===== src/design/spn_pkg.sv =====
// Shared types, constants and helpers for the subset-product neuron evaluator.
// Holds the request kinds, the sequencer states, the coefficient word and the decay ROM.
// No dependencies.
package spn_pkg;

  localparam int FRAC_BITS = 14;
  localparam int DW        = 16;
  localparam int NUM_PORTS = 4;
  localparam int ACT_W     = 3;
  localparam int ROM_LAST  = 201;
  localparam int ROM_SIZE  = ROM_LAST + 1;
  localparam int ROM_W     = FRAC_BITS + 1;
  localparam int RIW       = $clog2(ROM_SIZE);
  localparam int TERM_W    = DW + 2;
  localparam int RND_W     = 40;

  localparam logic signed [DW-1:0]    ONE_Q   = DW'(1 << FRAC_BITS);
  localparam logic signed [RND_W-1:0] HALF_R  = RND_W'(1 << (FRAC_BITS - 1));
  localparam logic signed [RND_W-1:0] ONE_R   = RND_W'(1 << FRAC_BITS);
  localparam logic signed [RND_W-1:0] NONE_R  = -ONE_R;

  typedef enum logic [1:0] {
    KIND_LOAD    = 2'd0,
    KIND_EVAL    = 2'd1,
    KIND_MUTATE  = 2'd2,
    KIND_RESTORE = 2'd3
  } req_kind_t;

  typedef enum logic [3:0] {
    ST_IDLE,
    ST_WRITE,
    ST_MUT_RD,
    ST_MUT_WR,
    ST_EV_RD,
    ST_EV_PROD,
    ST_EV_ABS,
    ST_EV_SCALE,
    ST_EV_INTERP,
    ST_EV_YSUM,
    ST_EV_TERM,
    ST_EV_ACC,
    ST_RESULT
  } state_t;

  typedef struct packed {
    logic signed [DW-1:0] amp;
    logic signed [DW-1:0] off;
  } coeff_t;

  typedef struct packed {
    logic abs_en;
    logic scale_en;
    logic interp_en;
    logic ysum_en;
    logic term_en;
  } term_ctl_t;

  typedef logic [ROM_W-1:0] rom_arr_t [ROM_SIZE];

  localparam int DECAY_RAW [ROM_SIZE] = '{
    10000, 9951, 9720, 9358, 8895, 8363, 7794, 7214, 6644, 6098,
    5586, 5111, 4677, 4282, 3924, 3601, 3311, 3049, 2814, 2602,
    2411, 2238, 2082, 1941, 1813, 1696, 1590, 1493, 1405, 1324,
    1249, 1181, 1117, 1059, 1005, 955, 909, 866, 826, 789,
    754, 721, 691, 662, 635, 610, 586, 564, 543, 523,
    504, 487, 470, 454, 439, 424, 411, 398, 385, 374,
    362, 352, 341, 332, 322, 313, 305, 296, 288, 281,
    274, 267, 260, 253, 247, 241, 235, 230, 224, 219,
    214, 209, 204, 200, 195, 191, 187, 182, 178, 175,
    171, 167, 164, 160, 157, 154, 150, 147, 144, 141,
    138, 135, 133, 130, 127, 125, 122, 120, 117, 115,
    112, 110, 108, 105, 103, 101, 99, 97, 95, 93,
    91, 89, 87, 85, 83, 81, 79, 77, 75, 72,
    71, 70, 69, 68, 67, 66, 65, 64, 63, 62,
    61, 60, 59, 58, 57, 56, 55, 54, 53, 52,
    51, 50, 49, 48, 47, 46, 45, 44, 43, 42,
    41, 40, 39, 38, 37, 36, 35, 34, 33, 32,
    31, 30, 29, 28, 27, 26, 25, 24, 23, 22,
    21, 20, 19, 18, 17, 16, 15, 14, 13, 12,
    11, 10, 9, 8, 7, 6, 5, 4, 3, 2,
    1, 0
  };

  function automatic rom_arr_t build_decay();
    rom_arr_t r;
    for (int k = 0; k < ROM_SIZE; k++) begin
      r[k] = ROM_W'((DECAY_RAW[k] * (1 << FRAC_BITS) + 5000) / 10000);
    end
    return r;
  endfunction

  localparam rom_arr_t DECAY_Q = build_decay();

  function automatic logic signed [RND_W-1:0] rnd_q(input logic signed [RND_W-1:0] x);
    return (x + HALF_R) >>> FRAC_BITS;
  endfunction

  function automatic logic signed [DW-1:0] clamp_one(input logic signed [RND_W-1:0] x);
    logic signed [DW-1:0] r;
    if (x > ONE_R) begin
      r = ONE_Q;
    end else if (x < NONE_R) begin
      r = -ONE_Q;
    end else begin
      r = x[DW-1:0];
    end
    return r;
  endfunction

endpackage


===== src/design/spn_coeff_mem.sv =====
// Coefficient pair memory: one write port, one read port, registered read data.
// Per-entry valid bits make unwritten entries read as zero after reset.
// Depends on spn_pkg.
module spn_coeff_mem #(
  parameter int AW = 4
) (
  input  logic                 clk,
  input  logic                 rst,
  input  logic                 we,
  input  logic [AW-1:0]        waddr,
  input  spn_pkg::coeff_t      wdata,
  input  logic                 re,
  input  logic [AW-1:0]        raddr,
  output spn_pkg::coeff_t      rdata
);

  localparam int DEPTH = 1 << AW;

  spn_pkg::coeff_t mem [DEPTH];
  spn_pkg::coeff_t rd_raw;
  logic [DEPTH-1:0] valid;
  logic             rd_valid;

  always_ff @(posedge clk) begin
    if (we) begin
      mem[waddr] <= wdata;
    end
    if (re) begin
      rd_raw <= mem[raddr];
    end
  end

  always_ff @(posedge clk) begin
    if (rst) begin
      valid    <= '0;
      rd_valid <= 1'b0;
    end else begin
      if (we) begin
        valid[waddr] <= 1'b1;
      end
      if (re) begin
        rd_valid <= valid[raddr];
      end
    end
  end

  assign rdata = rd_valid ? rd_raw : '0;

endmodule


===== src/design/spn_term_calc.sv =====
// One coefficient term: |product + offset| scaled by 100, decay ROM interpolation,
// then scaling by the amplitude. Each step is registered under a strobe from the sequencer.
// Depends on spn_pkg.
module spn_term_calc #(
  parameter int PW = 20
) (
  input  logic                                clk,
  input  spn_pkg::term_ctl_t                  ctl,
  input  logic signed [PW-1:0]                p,
  input  spn_pkg::coeff_t                     coeff,
  output logic signed [spn_pkg::TERM_W-1:0]   term
);

  localparam int SW  = PW + 1;
  localparam int TSW = SW + 7;
  localparam int KW  = TSW - spn_pkg::FRAC_BITS;
  localparam int DPW = spn_pkg::ROM_W + 1 + spn_pkg::FRAC_BITS + 1;
  localparam int YW  = spn_pkg::ROM_W + 2;
  localparam int MW  = YW + spn_pkg::DW;

  logic signed [SW-1:0]                  sum_po;
  logic [SW-1:0]                         a_next;
  logic [SW-1:0]                         a_r;
  logic [TSW-1:0]                        t;
  logic [KW-1:0]                         k;
  logic                                  past_next;
  logic [spn_pkg::RIW-1:0]               k_r;
  logic [spn_pkg::FRAC_BITS-1:0]         f_r;
  logic                                  past_r;
  logic [spn_pkg::ROM_W-1:0]             ya;
  logic [spn_pkg::ROM_W-1:0]             yb;
  logic signed [spn_pkg::ROM_W:0]        diff;
  logic signed [DPW-1:0]                 d_next;
  logic [spn_pkg::ROM_W-1:0]             ya_r;
  logic signed [DPW-1:0]                 d_r;
  logic signed [spn_pkg::RND_W-1:0]      d_rnd;
  logic signed [YW-1:0]                  y_next;
  logic signed [YW-1:0]                  y_r;
  logic signed [MW-1:0]                  ym;
  logic signed [spn_pkg::RND_W-1:0]      ym_rnd;

  assign sum_po    = SW'(p) + SW'(coeff.off);
  assign a_next    = sum_po[SW-1] ? SW'(-sum_po) : SW'(sum_po);
  assign t         = TSW'(a_r) * TSW'(100);
  assign k         = t[TSW-1:spn_pkg::FRAC_BITS];
  assign past_next = (k >= KW'(spn_pkg::ROM_LAST));

  assign ya     = spn_pkg::DECAY_Q[k_r];
  assign yb     = spn_pkg::DECAY_Q[spn_pkg::RIW'(k_r + 1'b1)];
  assign diff   = $signed({1'b0, yb}) - $signed({1'b0, ya});
  assign d_next = DPW'(diff) * DPW'($signed({1'b0, f_r}));

  assign d_rnd  = spn_pkg::rnd_q(spn_pkg::RND_W'(d_r));
  assign y_next = past_r ? '0 : YW'($signed({1'b0, ya_r})) + d_rnd[YW-1:0];

  assign ym     = MW'(y_r) * MW'(coeff.amp);
  assign ym_rnd = spn_pkg::rnd_q(spn_pkg::RND_W'(ym));

  always_ff @(posedge clk) begin
    if (ctl.abs_en) begin
      a_r <= a_next;
    end
    if (ctl.scale_en) begin
      k_r    <= past_next ? spn_pkg::RIW'(spn_pkg::ROM_LAST - 1) : k[spn_pkg::RIW-1:0];
      f_r    <= t[spn_pkg::FRAC_BITS-1:0];
      past_r <= past_next;
    end
    if (ctl.interp_en) begin
      ya_r <= ya;
      d_r  <= d_next;
    end
    if (ctl.ysum_en) begin
      y_r <= y_next;
    end
    if (ctl.term_en) begin
      term <= ym_rnd[spn_pkg::TERM_W-1:0];
    end
  end

endmodule


===== src/design/subset_product_neuron_eval.sv =====
// Top level of the subset-product neuron evaluator: request sequencer, input product
// chain and accumulator around the coefficient memory and the term unit.
// Depends on spn_pkg, spn_coeff_mem and spn_term_calc.
//
// Usage:
//   Requests enter on start while busy is low; all request fields are sampled at that edge.
//   Each request gives exactly one result: done is high for one cycle with neuron_out and
//   done_kind; the receiver cannot stall it and must take it in that cycle.
//   active_inputs is written through cfg_valid/cfg_data (cfg_ready is always high); the user
//   must write it only while the block is idle, which the block itself does not enforce.
// Steps, from the accepting edge to the cycle in which done is high:
//   load and restore write one entry, mutate reads, modifies and writes back one entry,
//   and evaluate runs one pass per term over all 2^n terms for n active inputs: each
//   term takes one memory read, n product steps on the shared multiplier and the steps
//   of offset, ROM interpolation, amplitude scaling and accumulation; then done is raised.
//   busy drops in the cycle after done.
// Reset: all coefficient pairs and the saved pair read as zero, active_inputs is 4,
//   no result is pending.
module subset_product_neuron_eval #(
  parameter int MAX_INPUTS = 4
) (
  input  logic                         clk,
  input  logic                         rst,
  input  logic                         start,
  output logic                         busy,
  input  logic [1:0]                   req_type,
  input  logic signed [15:0]           in_0,
  input  logic signed [15:0]           in_1,
  input  logic signed [15:0]           in_2,
  input  logic signed [15:0]           in_3,
  input  logic [3:0]                   coeff_index,
  input  logic signed [15:0]           amp_value,
  input  logic signed [15:0]           offset_value,
  input  logic                         cfg_valid,
  output logic                         cfg_ready,
  input  logic [spn_pkg::ACT_W-1:0]    cfg_data,
  output logic                         done,
  output logic signed [15:0]           neuron_out,
  output logic [1:0]                   done_kind
);

  localparam int AW    = MAX_INPUTS;
  localparam int PW    = spn_pkg::FRAC_BITS + MAX_INPUTS + 2;
  localparam int PMW   = PW + spn_pkg::DW;
  localparam int ACC_W = spn_pkg::TERM_W + MAX_INPUTS;

  spn_pkg::state_t     state;
  spn_pkg::state_t     state_next;
  spn_pkg::req_kind_t  kind_r;
  spn_pkg::term_ctl_t  term_ctl;
  spn_pkg::coeff_t     rdata;
  spn_pkg::coeff_t     wdata;
  spn_pkg::coeff_t     saved_pair;

  logic signed [spn_pkg::DW-1:0]     x_r [spn_pkg::NUM_PORTS];
  logic [AW-1:0]                     idx_r;
  logic signed [spn_pkg::DW-1:0]     amp_in_r;
  logic signed [spn_pkg::DW-1:0]     off_in_r;
  logic [spn_pkg::ACT_W-1:0]         active_inputs;
  logic [spn_pkg::ACT_W-1:0]         n_eff;
  logic [AW-1:0]                     i_r;
  logic [AW-1:0]                     sel_r;
  logic [1:0]                        j_r;
  logic signed [PW-1:0]              p_r;
  logic signed [ACC_W-1:0]           acc_r;
  logic signed [ACC_W-1:0]           acc_sum;
  logic signed [spn_pkg::DW-1:0]     result_r;
  logic [AW-1:0]                     saved_index;
  logic signed [spn_pkg::TERM_W-1:0] term;

  logic                              accept;
  logic                              prod_last;
  logic                              term_last;
  logic [AW:0]                       term_cnt;
  logic [AW:0]                       term_lim;
  logic signed [PMW-1:0]             pm;
  logic signed [spn_pkg::RND_W-1:0]  p_step;

  logic                              mem_we;
  logic [AW-1:0]                     mem_waddr;
  logic                              mem_re;
  logic [AW-1:0]                     mem_raddr;

  assign accept    = start && !busy;
  assign cfg_ready = 1'b1;

  assign n_eff = (active_inputs > spn_pkg::ACT_W'(MAX_INPUTS)) ?
                 spn_pkg::ACT_W'(MAX_INPUTS) : active_inputs;

  assign prod_last = (spn_pkg::ACT_W'(j_r) + spn_pkg::ACT_W'(1)) == n_eff;
  assign term_cnt  = (AW + 1)'(i_r) + (AW + 1)'(1);
  assign term_lim  = (AW + 1)'(1) << n_eff;
  assign term_last = (term_cnt == term_lim);

  assign pm      = PMW'(p_r) * PMW'(x_r[j_r]);
  assign p_step  = spn_pkg::rnd_q(spn_pkg::RND_W'(pm));
  assign acc_sum = acc_r + ACC_W'(term);

  spn_coeff_mem #(
    .AW (AW)
  ) u_mem (
    .clk   (clk),
    .rst   (rst),
    .we    (mem_we),
    .waddr (mem_waddr),
    .wdata (wdata),
    .re    (mem_re),
    .raddr (mem_raddr),
    .rdata (rdata)
  );

  spn_term_calc #(
    .PW (PW)
  ) u_term (
    .clk   (clk),
    .ctl   (term_ctl),
    .p     (p_r),
    .coeff (rdata),
    .term  (term)
  );

  always_comb begin
    state_next = state;
    case (state)
      spn_pkg::ST_IDLE: begin
        if (start) begin
          case (spn_pkg::req_kind_t'(req_type))
            spn_pkg::KIND_EVAL:   state_next = spn_pkg::ST_EV_RD;
            spn_pkg::KIND_MUTATE: state_next = spn_pkg::ST_MUT_RD;
            default:              state_next = spn_pkg::ST_WRITE;
          endcase
        end
      end
      spn_pkg::ST_WRITE:     state_next = spn_pkg::ST_RESULT;
      spn_pkg::ST_MUT_RD:    state_next = spn_pkg::ST_MUT_WR;
      spn_pkg::ST_MUT_WR:    state_next = spn_pkg::ST_RESULT;
      spn_pkg::ST_EV_RD: begin
        state_next = (n_eff == '0) ? spn_pkg::ST_EV_ABS : spn_pkg::ST_EV_PROD;
      end
      spn_pkg::ST_EV_PROD: begin
        if (prod_last) begin
          state_next = spn_pkg::ST_EV_ABS;
        end
      end
      spn_pkg::ST_EV_ABS:    state_next = spn_pkg::ST_EV_SCALE;
      spn_pkg::ST_EV_SCALE:  state_next = spn_pkg::ST_EV_INTERP;
      spn_pkg::ST_EV_INTERP: state_next = spn_pkg::ST_EV_YSUM;
      spn_pkg::ST_EV_YSUM:   state_next = spn_pkg::ST_EV_TERM;
      spn_pkg::ST_EV_TERM:   state_next = spn_pkg::ST_EV_ACC;
      spn_pkg::ST_EV_ACC: begin
        state_next = term_last ? spn_pkg::ST_RESULT : spn_pkg::ST_EV_RD;
      end
      spn_pkg::ST_RESULT:    state_next = spn_pkg::ST_IDLE;
      default:               state_next = spn_pkg::ST_IDLE;
    endcase
  end

  always_comb begin
    busy               = (state != spn_pkg::ST_IDLE);
    done               = (state == spn_pkg::ST_RESULT);
    term_ctl.abs_en    = (state == spn_pkg::ST_EV_ABS);
    term_ctl.scale_en  = (state == spn_pkg::ST_EV_SCALE);
    term_ctl.interp_en = (state == spn_pkg::ST_EV_INTERP);
    term_ctl.ysum_en   = (state == spn_pkg::ST_EV_YSUM);
    term_ctl.term_en   = (state == spn_pkg::ST_EV_TERM);
    mem_we             = (state == spn_pkg::ST_WRITE) || (state == spn_pkg::ST_MUT_WR);
    mem_re             = (state == spn_pkg::ST_MUT_RD) || (state == spn_pkg::ST_EV_RD);
    mem_raddr          = (state == spn_pkg::ST_EV_RD) ? i_r : idx_r;
    mem_waddr          = idx_r;
    wdata.amp          = amp_in_r;
    wdata.off          = off_in_r;
    if (state == spn_pkg::ST_MUT_WR) begin
      wdata.amp = spn_pkg::clamp_one(spn_pkg::RND_W'(rdata.amp) + spn_pkg::RND_W'(amp_in_r));
      wdata.off = spn_pkg::clamp_one(spn_pkg::RND_W'(rdata.off) + spn_pkg::RND_W'(off_in_r));
    end else if (kind_r == spn_pkg::KIND_RESTORE) begin
      mem_waddr = saved_index;
      wdata     = saved_pair;
    end
  end

  always_ff @(posedge clk) begin
    if (rst) begin
      state         <= spn_pkg::ST_IDLE;
      active_inputs <= spn_pkg::ACT_W'(4);
      saved_index   <= '0;
      saved_pair    <= '0;
    end else begin
      state <= state_next;
      if (cfg_valid && cfg_ready) begin
        active_inputs <= cfg_data;
      end
      if (state == spn_pkg::ST_MUT_WR) begin
        saved_index <= idx_r;
        saved_pair  <= rdata;
      end
    end
  end

  always_ff @(posedge clk) begin
    if (accept) begin
      kind_r   <= spn_pkg::req_kind_t'(req_type);
      x_r[0]   <= in_0;
      x_r[1]   <= in_1;
      x_r[2]   <= in_2;
      x_r[3]   <= in_3;
      idx_r    <= coeff_index[AW-1:0];
      amp_in_r <= amp_value;
      off_in_r <= offset_value;
      i_r      <= '0;
      acc_r    <= '0;
      result_r <= '0;
    end
    case (state)
      spn_pkg::ST_EV_RD: begin
        p_r   <= (i_r == '0) ? '0 : PW'(spn_pkg::ONE_Q);
        sel_r <= i_r;
        j_r   <= '0;
      end
      spn_pkg::ST_EV_PROD: begin
        if (sel_r[0]) begin
          p_r <= p_step[PW-1:0];
        end
        sel_r <= sel_r >> 1;
        j_r   <= j_r + 2'd1;
      end
      spn_pkg::ST_EV_ACC: begin
        acc_r <= acc_sum;
        i_r   <= i_r + 1'b1;
        if (term_last) begin
          result_r <= spn_pkg::clamp_one(spn_pkg::RND_W'(acc_sum));
        end
      end
      default: begin
      end
    endcase
  end

  assign neuron_out = result_r;
  assign done_kind  = kind_r;

`ifndef NO_ASSERTIONS
  a_single_strobe: assert property (@(posedge clk) disable iff (rst) done |=> !done)
    else $error("result strobe longer than one cycle");

  a_zero_non_eval: assert property (@(posedge clk) disable iff (rst)
    (done && done_kind != spn_pkg::KIND_EVAL) |-> (neuron_out == '0))
    else $error("non-evaluate result not zero");

  a_out_range: assert property (@(posedge clk) disable iff (rst)
    done |-> ((neuron_out <= spn_pkg::ONE_Q) && (neuron_out >= -spn_pkg::ONE_Q)))
    else $error("neuron output outside clamp range");

  a_accept_busy: assert property (@(posedge clk) disable iff (rst) accept |=> busy)
    else $error("request accepted without going busy");
`endif

endmodule

===== config.mk =====
export PLATFORM = sky130hd
export DESIGN_NAME = subset_product_neuron_eval
export DESIGN_NICKNAME = d
export VERILOG_FILES = /design/src/design/spn_pkg.sv /design/src/design/spn_coeff_mem.sv /design/src/design/spn_term_calc.sv /design/src/design/subset_product_neuron_eval.sv
export SDC_FILE = /design/constraint.sdc
export NUM_CORES = 2
export LEC_CHECK = 0
export ABC_AREA = 1
export BUFFER_PORTS_ARGS = -buffer_cell sky130_fd_sc_hd__buf_4
export CAP_MARGIN = 10
export CORE_MARGIN = 1
export CORE_UTILIZATION = 32
export DETAILED_ROUTE_END_ITERATION = 7
export PLACE_DENSITY = 0.47
export SYNTH_ARGS = -nofsm -noshare
export SYNTH_HDL_FRONTEND = slang
export SYNTH_SLANG_ARGS = --single-unit

===== constraint.sdc =====
create_clock -name clk -period 11.1 [get_ports clk]
set_clock_uncertainty 0.15 [all_clocks]
set_input_delay 0.555 -clock clk [delete_from_list [all_inputs] [get_ports clk]]
set_output_delay 0.555 -clock clk [all_outputs]
set_load 0.01 [all_outputs]

* Word-level counts from Yosys, hierarchy flattened
Memories as Yosys holds them, arrays and structs flattened. A register that Yosys moved wholly into a read port is not among the register bits.
Cells that the tools add are included.
** Storage, ports and cells
- ROM bits :: 7680
- Latch bits :: 0
- Bits of input ports :: 109
- Memories :: 4
- Bits in registers :: 287
- Output and inout bits :: 21
- Memory bits (writable) :: 576
- Word-level logic and storage cells :: 145
** Memory list
- (no name shown) :: depth 256, bits a word 15, read ports 1, clocked after memory_dff 0, wr ports 0, line spn_term_calc.sv:48 : assign ya = spn_pkg::DECAY_Q[k_r];
- (no name shown) :: depth 256, bits a word 15, read ports 1, clocked after memory_dff 0, wr ports 0, line spn_term_calc.sv:49 : assign yb = spn_pkg::DECAY_Q[spn_pkg::RIW'(k_r + 1'b1)];
- u_mem.mem :: depth 16, bits a word 32, read ports 1, clocked after memory_dff 1, wr ports 1, line spn_coeff_mem.sv:19 : spn_pkg::coeff_t mem [DEPTH];
- x_r :: depth 4, bits a word 16, read ports 1, clocked after memory_dff 1, wr ports 4, line subset_product_neuron_eval.sv:55 : logic signed [spn_pkg::DW-1:0] x_r [spn_pkg::NUM_PORTS];
** Cells by class
- Shift-type cells :: 1
- Reductions and logical operators :: 14
- Order comparisons :: 13
- Add/sub/neg operators :: 15
- Eq/ne operators :: 20
- Divide/modulo/power cells :: 0
- Muxes and demuxes :: 45
- $mul :: 4
- Bitwise logic cells :: 3
** Operators with widths (number)
- 16-bit 2-to-1 mux :: 9
- 32-bit 2-to-1 mux :: 3
- 15-bit 2-to-1 mux :: 5
- 22-bit 2-to-1 mux :: 2
- 4-bit case mux with 11 select lines :: 1
- 20-bit 2-to-1 mux :: 2
- 20-bit case mux with 2 select lines :: 1
- 16-bit by 16-bit adder with 17-bit output :: 2
- 34-bit by 15-bit adder with 34-bit output (second input constant) :: 1
- 17-bit by 16-bit greater-than comparator with 1-bit output (second input constant) :: 2
- 17-bit by 15-bit less-than comparator with 1-bit output (second input constant) :: 2
- 20-bit by 16-bit multiplier with 34-bit output :: 1
- 32-bit by 15-bit adder with 32-bit output (second input constant) :: 1
- 17-bit by 16-bit multiplier with 32-bit output :: 1
- 4-bit 2-to-1 mux :: 8
- 31-bit by 15-bit adder with 31-bit output (second input constant) :: 1
- 16-bit by 13-bit multiplier with 29-bit output :: 1
- 21-bit by 5-bit multiplier with 26-bit output (second input constant) :: 1
- 22-bit by 18-bit adder with 22-bit output :: 1
- 22-bit by 16-bit greater-than comparator with 1-bit output (second input constant) :: 1
- 22-bit by 15-bit less-than comparator with 1-bit output (second input constant) :: 1
- 20-bit by 16-bit adder with 21-bit output :: 1
- 21-bit negator :: 1
- 4-bit equality test (second input constant) :: 5
- 40 further kinds :: 61

* Longest topological paths before layout
- Depth after elaboration :: 8
- Mapped depth :: 51
- Mapped depth without buffers :: 49

* Cells and area by module
A second synthesis with hierarchy kept.
** Second synthesis, totals
- Cell total of the unflattened synthesis :: 8606
- Area total of the unflattened synthesis :: 75937.8 um^2
** By module, submodules not included
- spn_term_calc :: area an instance 30544.3 um^2, instances 1, cells an instance 4071, sequential area each 3303.2 um^2
- subset_product_neuron_eval :: area an instance 23418.7 um^2, instances 1, cells an instance 2831, sequential area each 5845.6 um^2
- spn_coeff_mem :: area an instance 21974.8 um^2, instances 1, cells an instance 1704, sequential area each 16676.0 um^2

* Least setup slack after synthesis
No wires, ideal clock.
- Path type :: flip-flop to flip-flop
- From :: reg u_term.k_r[1] in the netlist's numbering
- To :: reg u_term.d_r[29] (data pin)
- Arrival time :: 8.740 ns
- Cell stages (with the launch flop) :: 43
- Slack :: 1.951 ns
- Cells stage by stage :: edfxtp_1 ha_1 inv_1 ha_1 clkbuf_1 clkinv_1 clkbuf_1 ha_1 or2_2 a21oi_1 a31oi_1 nand4_1 o211ai_1 o21ai_2 inv_1 ha_1 nand3b_1 nand2_1 (+7 left out) clkinv_1 nor2_1 inv_1 fa_1 fa_1 inv_1 fa_1 inv_1 fa_1 fa_1 inv_1 ha_1 a21oi_1 o21ai_0 a221o_1 inv_1 nand2_1 xor2_1
** On the way
- Cells in the longest elaborated chain, start to end :: 7
- Elaborated cells on any way between the ends :: 11
- Those cells by class :: add/sub: 2; mul: 1; mux: 4; bitwise: 2; memory: 2
** Ends and longest elaborated chain
- start, declared :: line spn_term_calc.sv:27 : logic [spn_pkg::RIW-1:0] k_r;
- start signal, assigned :: line spn_term_calc.sv:64 : k_r <= past_next ? spn_pkg::RIW'(spn_pkg::ROM_LAST - 1) : k[spn_pkg::RIW-1:0];
- 8-bit by 1-bit adder with 8-bit output :: line spn_term_calc.sv:49
- 8-bit inverter with 9-bit output (not written as such) :: line spn_term_calc.sv:49
- memory 256 x 15 bit
- 15-bit 2-to-1 mux (not written as such) (2 in series) :: line spn_term_calc.sv:49
- 15-bit by 15-bit subtractor with 16-bit output (*) :: line spn_term_calc.sv:50 : assign diff = $signed({1'b0, yb}) - $signed({1'b0, ya});
- 16-bit by 13-bit multiplier with 29-bit output (*) :: line spn_term_calc.sv:51 : assign d_next = DPW'(diff) * DPW'($signed({1'b0, f_r}));
- named net u_term.d_next[29] :: line spn_term_calc.sv:33 : logic signed [DPW-1:0] d_next;
- end signal, assigned :: line spn_term_calc.sv:70 : d_r <= d_next;
- end, declared :: line spn_term_calc.sv:35 : logic signed [DPW-1:0] d_r;
Mark *: on every way through the listed nets, which the timed path passes. The rest lies on a longest branch. The select of a mux whose other input is x is not followed.
A chain may end at the register's enable or synchronous reset.

* Worst setup path in the final report
- From :: reg u_term.k_r[1] in the netlist's numbering
- To :: reg u_term.d_r[29] (data pin)
** On the way
- Elaborated cells on any way between the ends :: 11
- Those cells by class :: add/sub: 2; mul: 1; mux: 4; bitwise: 2; memory: 2
** RTL lines
- 8-bit inverter with 9-bit output (not written as such) :: line spn_term_calc.sv:48
- memory 256 x 15 bit
- 15-bit 2-to-1 mux (not written as such) (2 in series) :: line spn_term_calc.sv:48
- named net u_term.ya, one bit :: line spn_term_calc.sv:30 : logic [spn_pkg::ROM_W-1:0] ya;
- 15-bit by 15-bit subtractor with 16-bit output :: line spn_term_calc.sv:50
- 16-bit by 13-bit multiplier with 29-bit output :: line spn_term_calc.sv:51
- named net u_term.d_next[29] :: line spn_term_calc.sv:33
The timed path passes the listed nets, and every way through them passes these cells. The select of a mux whose other input is x is not followed.

==> results by stage <==
Yosys:
- The net count after synthesis is 9,670.
- edfxtp_1 takes more of the synthesized area than any other cell.
- In the synthesized netlist, the cells that appear most often are 1,454 x nand2_1, 1,419 x inv_1, 1,033 x nor2_1, 808 x edfxtp_1, 773 x fa_1.
- In the synthesized netlist, the number of instances is 8,360.
- The distinct cell type count of the synthesized netlist is 70.
- Summing every instance area after synthesis gives 74,900 sq um.
- By area the synthesized netlist is led by edfxtp_1 32%, fa_1 21%, nand2_1 7.3%.
- The post-synthesis area per instance is 8.97 sq um.
- The post-synthesis sequential area ratio is 34.5%.
- Yosys mapped a number of flops with a built-in enable equal to 808.
- The share of synthesized area in the top cell type comes to 32.4%.
- The fraction of registers with async set or reset after synthesis is 0%.
- The synthesized design contains 886 register bits.
- The most instantiated library cell after synthesis is nand2_1.
- The primary flip-flop cell chosen by synthesis mapping is edfxtp_1.
- The number of warning messages in the yosys log is 0.

Clock network:
- TritonCTS built the clock tree.
- The total of cells resized after clock tree synthesis is 0.
- The number of buffers on the longest clock path is 3.
- Counting every sink on the clock net gives 886.
- The number of buffers inserted during clock tree synthesis is 102.
- Hold repair after CTS inserted 105 buffers.
- For the worst-skew pair, the clock arrives at the later sink with an insertion delay of 0.75 ns.
- The number of levels the H-tree was split into is 3.
- The post-CTS repair timing setup buffer count is 0.
- After clock tree synthesis, the clock-pin slew on the worst setup and hold paths is 0.07 ns.
- The cell sitting at the root of the clock tree is a clkbuf_16.

Drt:
- The count of nets left with antenna violations after detail routing is 0.
- The routed wire length is 252,000 um.
- The remaining routing DRC violations is 0.
- The number of DRC markers in iteration 0 is 4,419.
- Dividing the detail-routed via count by the number of cells gives 5.04.
- The first-pass detailed-route iteration total is 6.
- The final routed wire length divided by cell count is 21.5 um.
- Across all layers, the routed design uses 59,200 vias.

Worst setup path:
- The startpoint type of the worst setup path is a flip-flop.
- The delay of the slowest cell on the worst path is 0.72 ns.
- For the worst flop-to-flop path, the logic depth is 43.
- On the critical path, the stage with the largest delay is an instance of fa_1.
- STA classifies the critical path endpoint as a flip-flop.
- The worst setup path is of the reg -> reg kind.
- The data arrival time at the worst-slack endpoint is 10.58 ns.
- In this design, the critical path's most frequently occurring cell is inv_1.
- The maximum fanout along the worst path is 13.
- For flop-to-flop paths, the worst setup slack is 0.83 ns.
- In this run the critical register-to-register path is launched from u_term.k_r[1]$_SDFFCE_PP0P_.
- The endpoint of the most critical register-to-register path is u_term.d_r[29]$_DFFE_PP_.
- The required time at the worst-slack endpoint is 11.40 ns.

Die:
- For this configuration, the core starts out at a cell density of 32.2%.
- After floorplanning, the core was sized to cover 233,000 sq um.
- In this run the core area contains 177 standard-cell rows.
- The overall die height is 486 um.
- The die is 486 um wide.
- Pin placement for this block handled 130 I/O pins.
- The die footprint is 236,000 sq um.

Placement:
- The wire-length estimate of the detail-placed layout is 187,000 um.
- The number of placed instances, taps included, is 11,400.
- At the end of routability-driven placement, the weighted congestion stood at 0.945.
- The count of input and output buffers is 128.

Global routing:
- The routing layer with the top usage in global route is met2.
- The fraction of met1 tracks used by global routing is 29.4%.
- The routing usage on met2 is 34.6%.
- The first-pass GRT wire length is 380,000 um.
- The via count of the first global-routing pass came to 59,900.
- The initial antenna violation count came to 8.
- Entering global routing, the biggest net connects 134 pins.
- Global routing consumed, over all layers together, 21.2% of the routing resources.
- The aggregate global routing overflow is 0.
- The met3 track demand over resource in global routing is 2.53%.

Layout:
- Cells with a size suffix above 1 make up 5.88% of the layout.
- The layout net count is 9,831.
- Compared with the post-synthesis result, the final layout area differs by 12.1%.
- The post-layout instance count excluding filler cells is 11,700.

Timing:
- The worst pin sits at a relative slew slack of 21.6%.
- The minimum clock period is 10.27 ns.
- The final hold violation count is 0.
- Setup repair after global routing left no endpoint under its margin.
- The accumulated negative setup slack is 0 ns.
- The transition at the pin with the smallest max-transition slack is 1.17 ns.
- The final count of pins violating max slew came to 0.
- Timing would allow up to 97.3 MHz.
- The setup violation total in the final timing report is 0.
- The final cycle utilization of the critical path is 92.6%.

Hold path:
- The startpoint of the lowest-slack hold path is cfg_valid.
- The number of cells traversed by the worst hold path is 3.
- The capture endpoint of the worst hold path is active_inputs[1]$_SDFFE_PP0P_.
- The class of the worst hold path is in -> reg.

Run status:
- The run finished with clean final reports.

Job:
- The tool flagged a number of max-cap violations equal to 0.
-- final cells by class --
| type | instances | area [sq um] |
|---|---|---|
| Antenna cell | 3 | 7.51 |
| Clock buffer | 139 | 2690 |
| Clock inverter | 47 | 576 |
| Fill cell | 24000 | 149000 |
| Inverter | 1460 | 5490 |
| Multi-Input combinational cell | 5717 | 42600 |
| Sequential cell | 886 | 25800 |
| Tap cell | 3132 | 3920 |
| Timing Repair Buffer | 354 | 2920 |
-- cell usage in the layout, fill, tap and decap left out, types with 105 or more instances in the layout --
| master | n |
|---|---|
| nand3_1 | 324 |
| ha_1 | 428 |
| buf_4 | 249 |
| nand2_1 | 1453 |
| a21oi_1 | 364 |
| nor2_1 | 1011 |
| o221ai_1 | 112 |
| fa_1 | 773 |
| edfxtp_1 | 808 |
| o21ai_0 | 533 |
| dlygate4sd3_1 | 105 |
| inv_1 | 1416 |
-- flip-flops by register name, summed over array words and instances (netlist names), 4 cells and up, named ones only --
signal / count
u_term.ya_r: 15
u_term.y_r: 17
u_term.k_r: 8
state: 4
p_r: 20
u_mem.rd_raw: 32
u_term.f_r: 12
off_in_r: 16
saved_index: 4
sel_r: 4
acc_r: 22
u_term.term: 18
saved_pair: 32
u_term.a_r: 21
i_r: 4
amp_in_r: 16
u_mem.mem: 512
idx_r: 4
u_term.d_r: 18
neuron_out: 16
x_r: 64
u_mem.valid: 16
-- metrics by stage --
step / hold WS, ns / setup slack, ns / utilization [%] / area [sq um]
floorplan: 0.275 / 1.95 / - / 74900
global placement: 0.285 / 0.928 / 34.2 / 79700
detailed placement: 0.293 / 0.952 / 34.2 / 79700
CTS: 0.142 / 0.902 / 36.1 / 84000
global route: 0.159 / 0.0856 / 36.1 / 84000
finish: 0.174 / 0.826 / 36.1 / 84000
-- worst max-delay path by stage --
stage	from	to	slack (ns)	cells after the start
after global placement	u_term.k_r[0]$_SDFFCE_PP0P_	u_term.d_r[30]$_DFFE_PP_	0.93	44
after global routing	u_term.k_r[1]$_SDFFCE_PP0P_	u_term.d_r[29]$_DFFE_PP_	0.09	43
after CTS	u_term.k_r[1]$_SDFFCE_PP0P_	u_term.d_r[29]$_DFFE_PP_	0.90	43
after detailed placement	u_term.k_r[1]$_SDFFCE_PP0P_	u_term.d_r[29]$_DFFE_PP_	0.95	43
final	u_term.k_r[1]$_SDFFCE_PP0P_	u_term.d_r[29]$_DFFE_PP_	0.83	43
after floorplan	u_term.k_r[1]$_SDFFCE_PP0P_	u_term.d_r[29]$_DFFE_PP_	1.95	42
-- layer usage --
layer / wire length (um) / part of all wire, %
met2: 117000 / 47
met1: 115000 / 46
met5: 13 / 0.0052
met4: 7060 / 2.8
met3: 12500 / 5.0
-- worst max-delay path, delay by kind of cell (launching register included) --
kind	cells	cell delay (ns)
flops	1	0.51
buf+inv	12	2.04
compound gates	10	1.63
simple gates	12	1.54
xor+xnor	1	0.14
fa+ha+maj	8	3.98
-- logic make-up (layout without fill, tap and decap cells) --
group	after synthesis	count (layout)	share of synthesized area, %
AOI/OAI and AO/OA	1325	1325	10.5
xor gates and xnor gates	164	164	1.93
adders and majority gates	1201	1201	27.8
buffers and inverters	1757	2000	8.96
DFF	886	886	34.5
other	1	4	0.00500
and+or+nand+nor	3026	3026	16.4
Power is left out: the tool's default activity adds up to more than one toggle a clock period on the data nets, which glitch-free logic cannot reach.
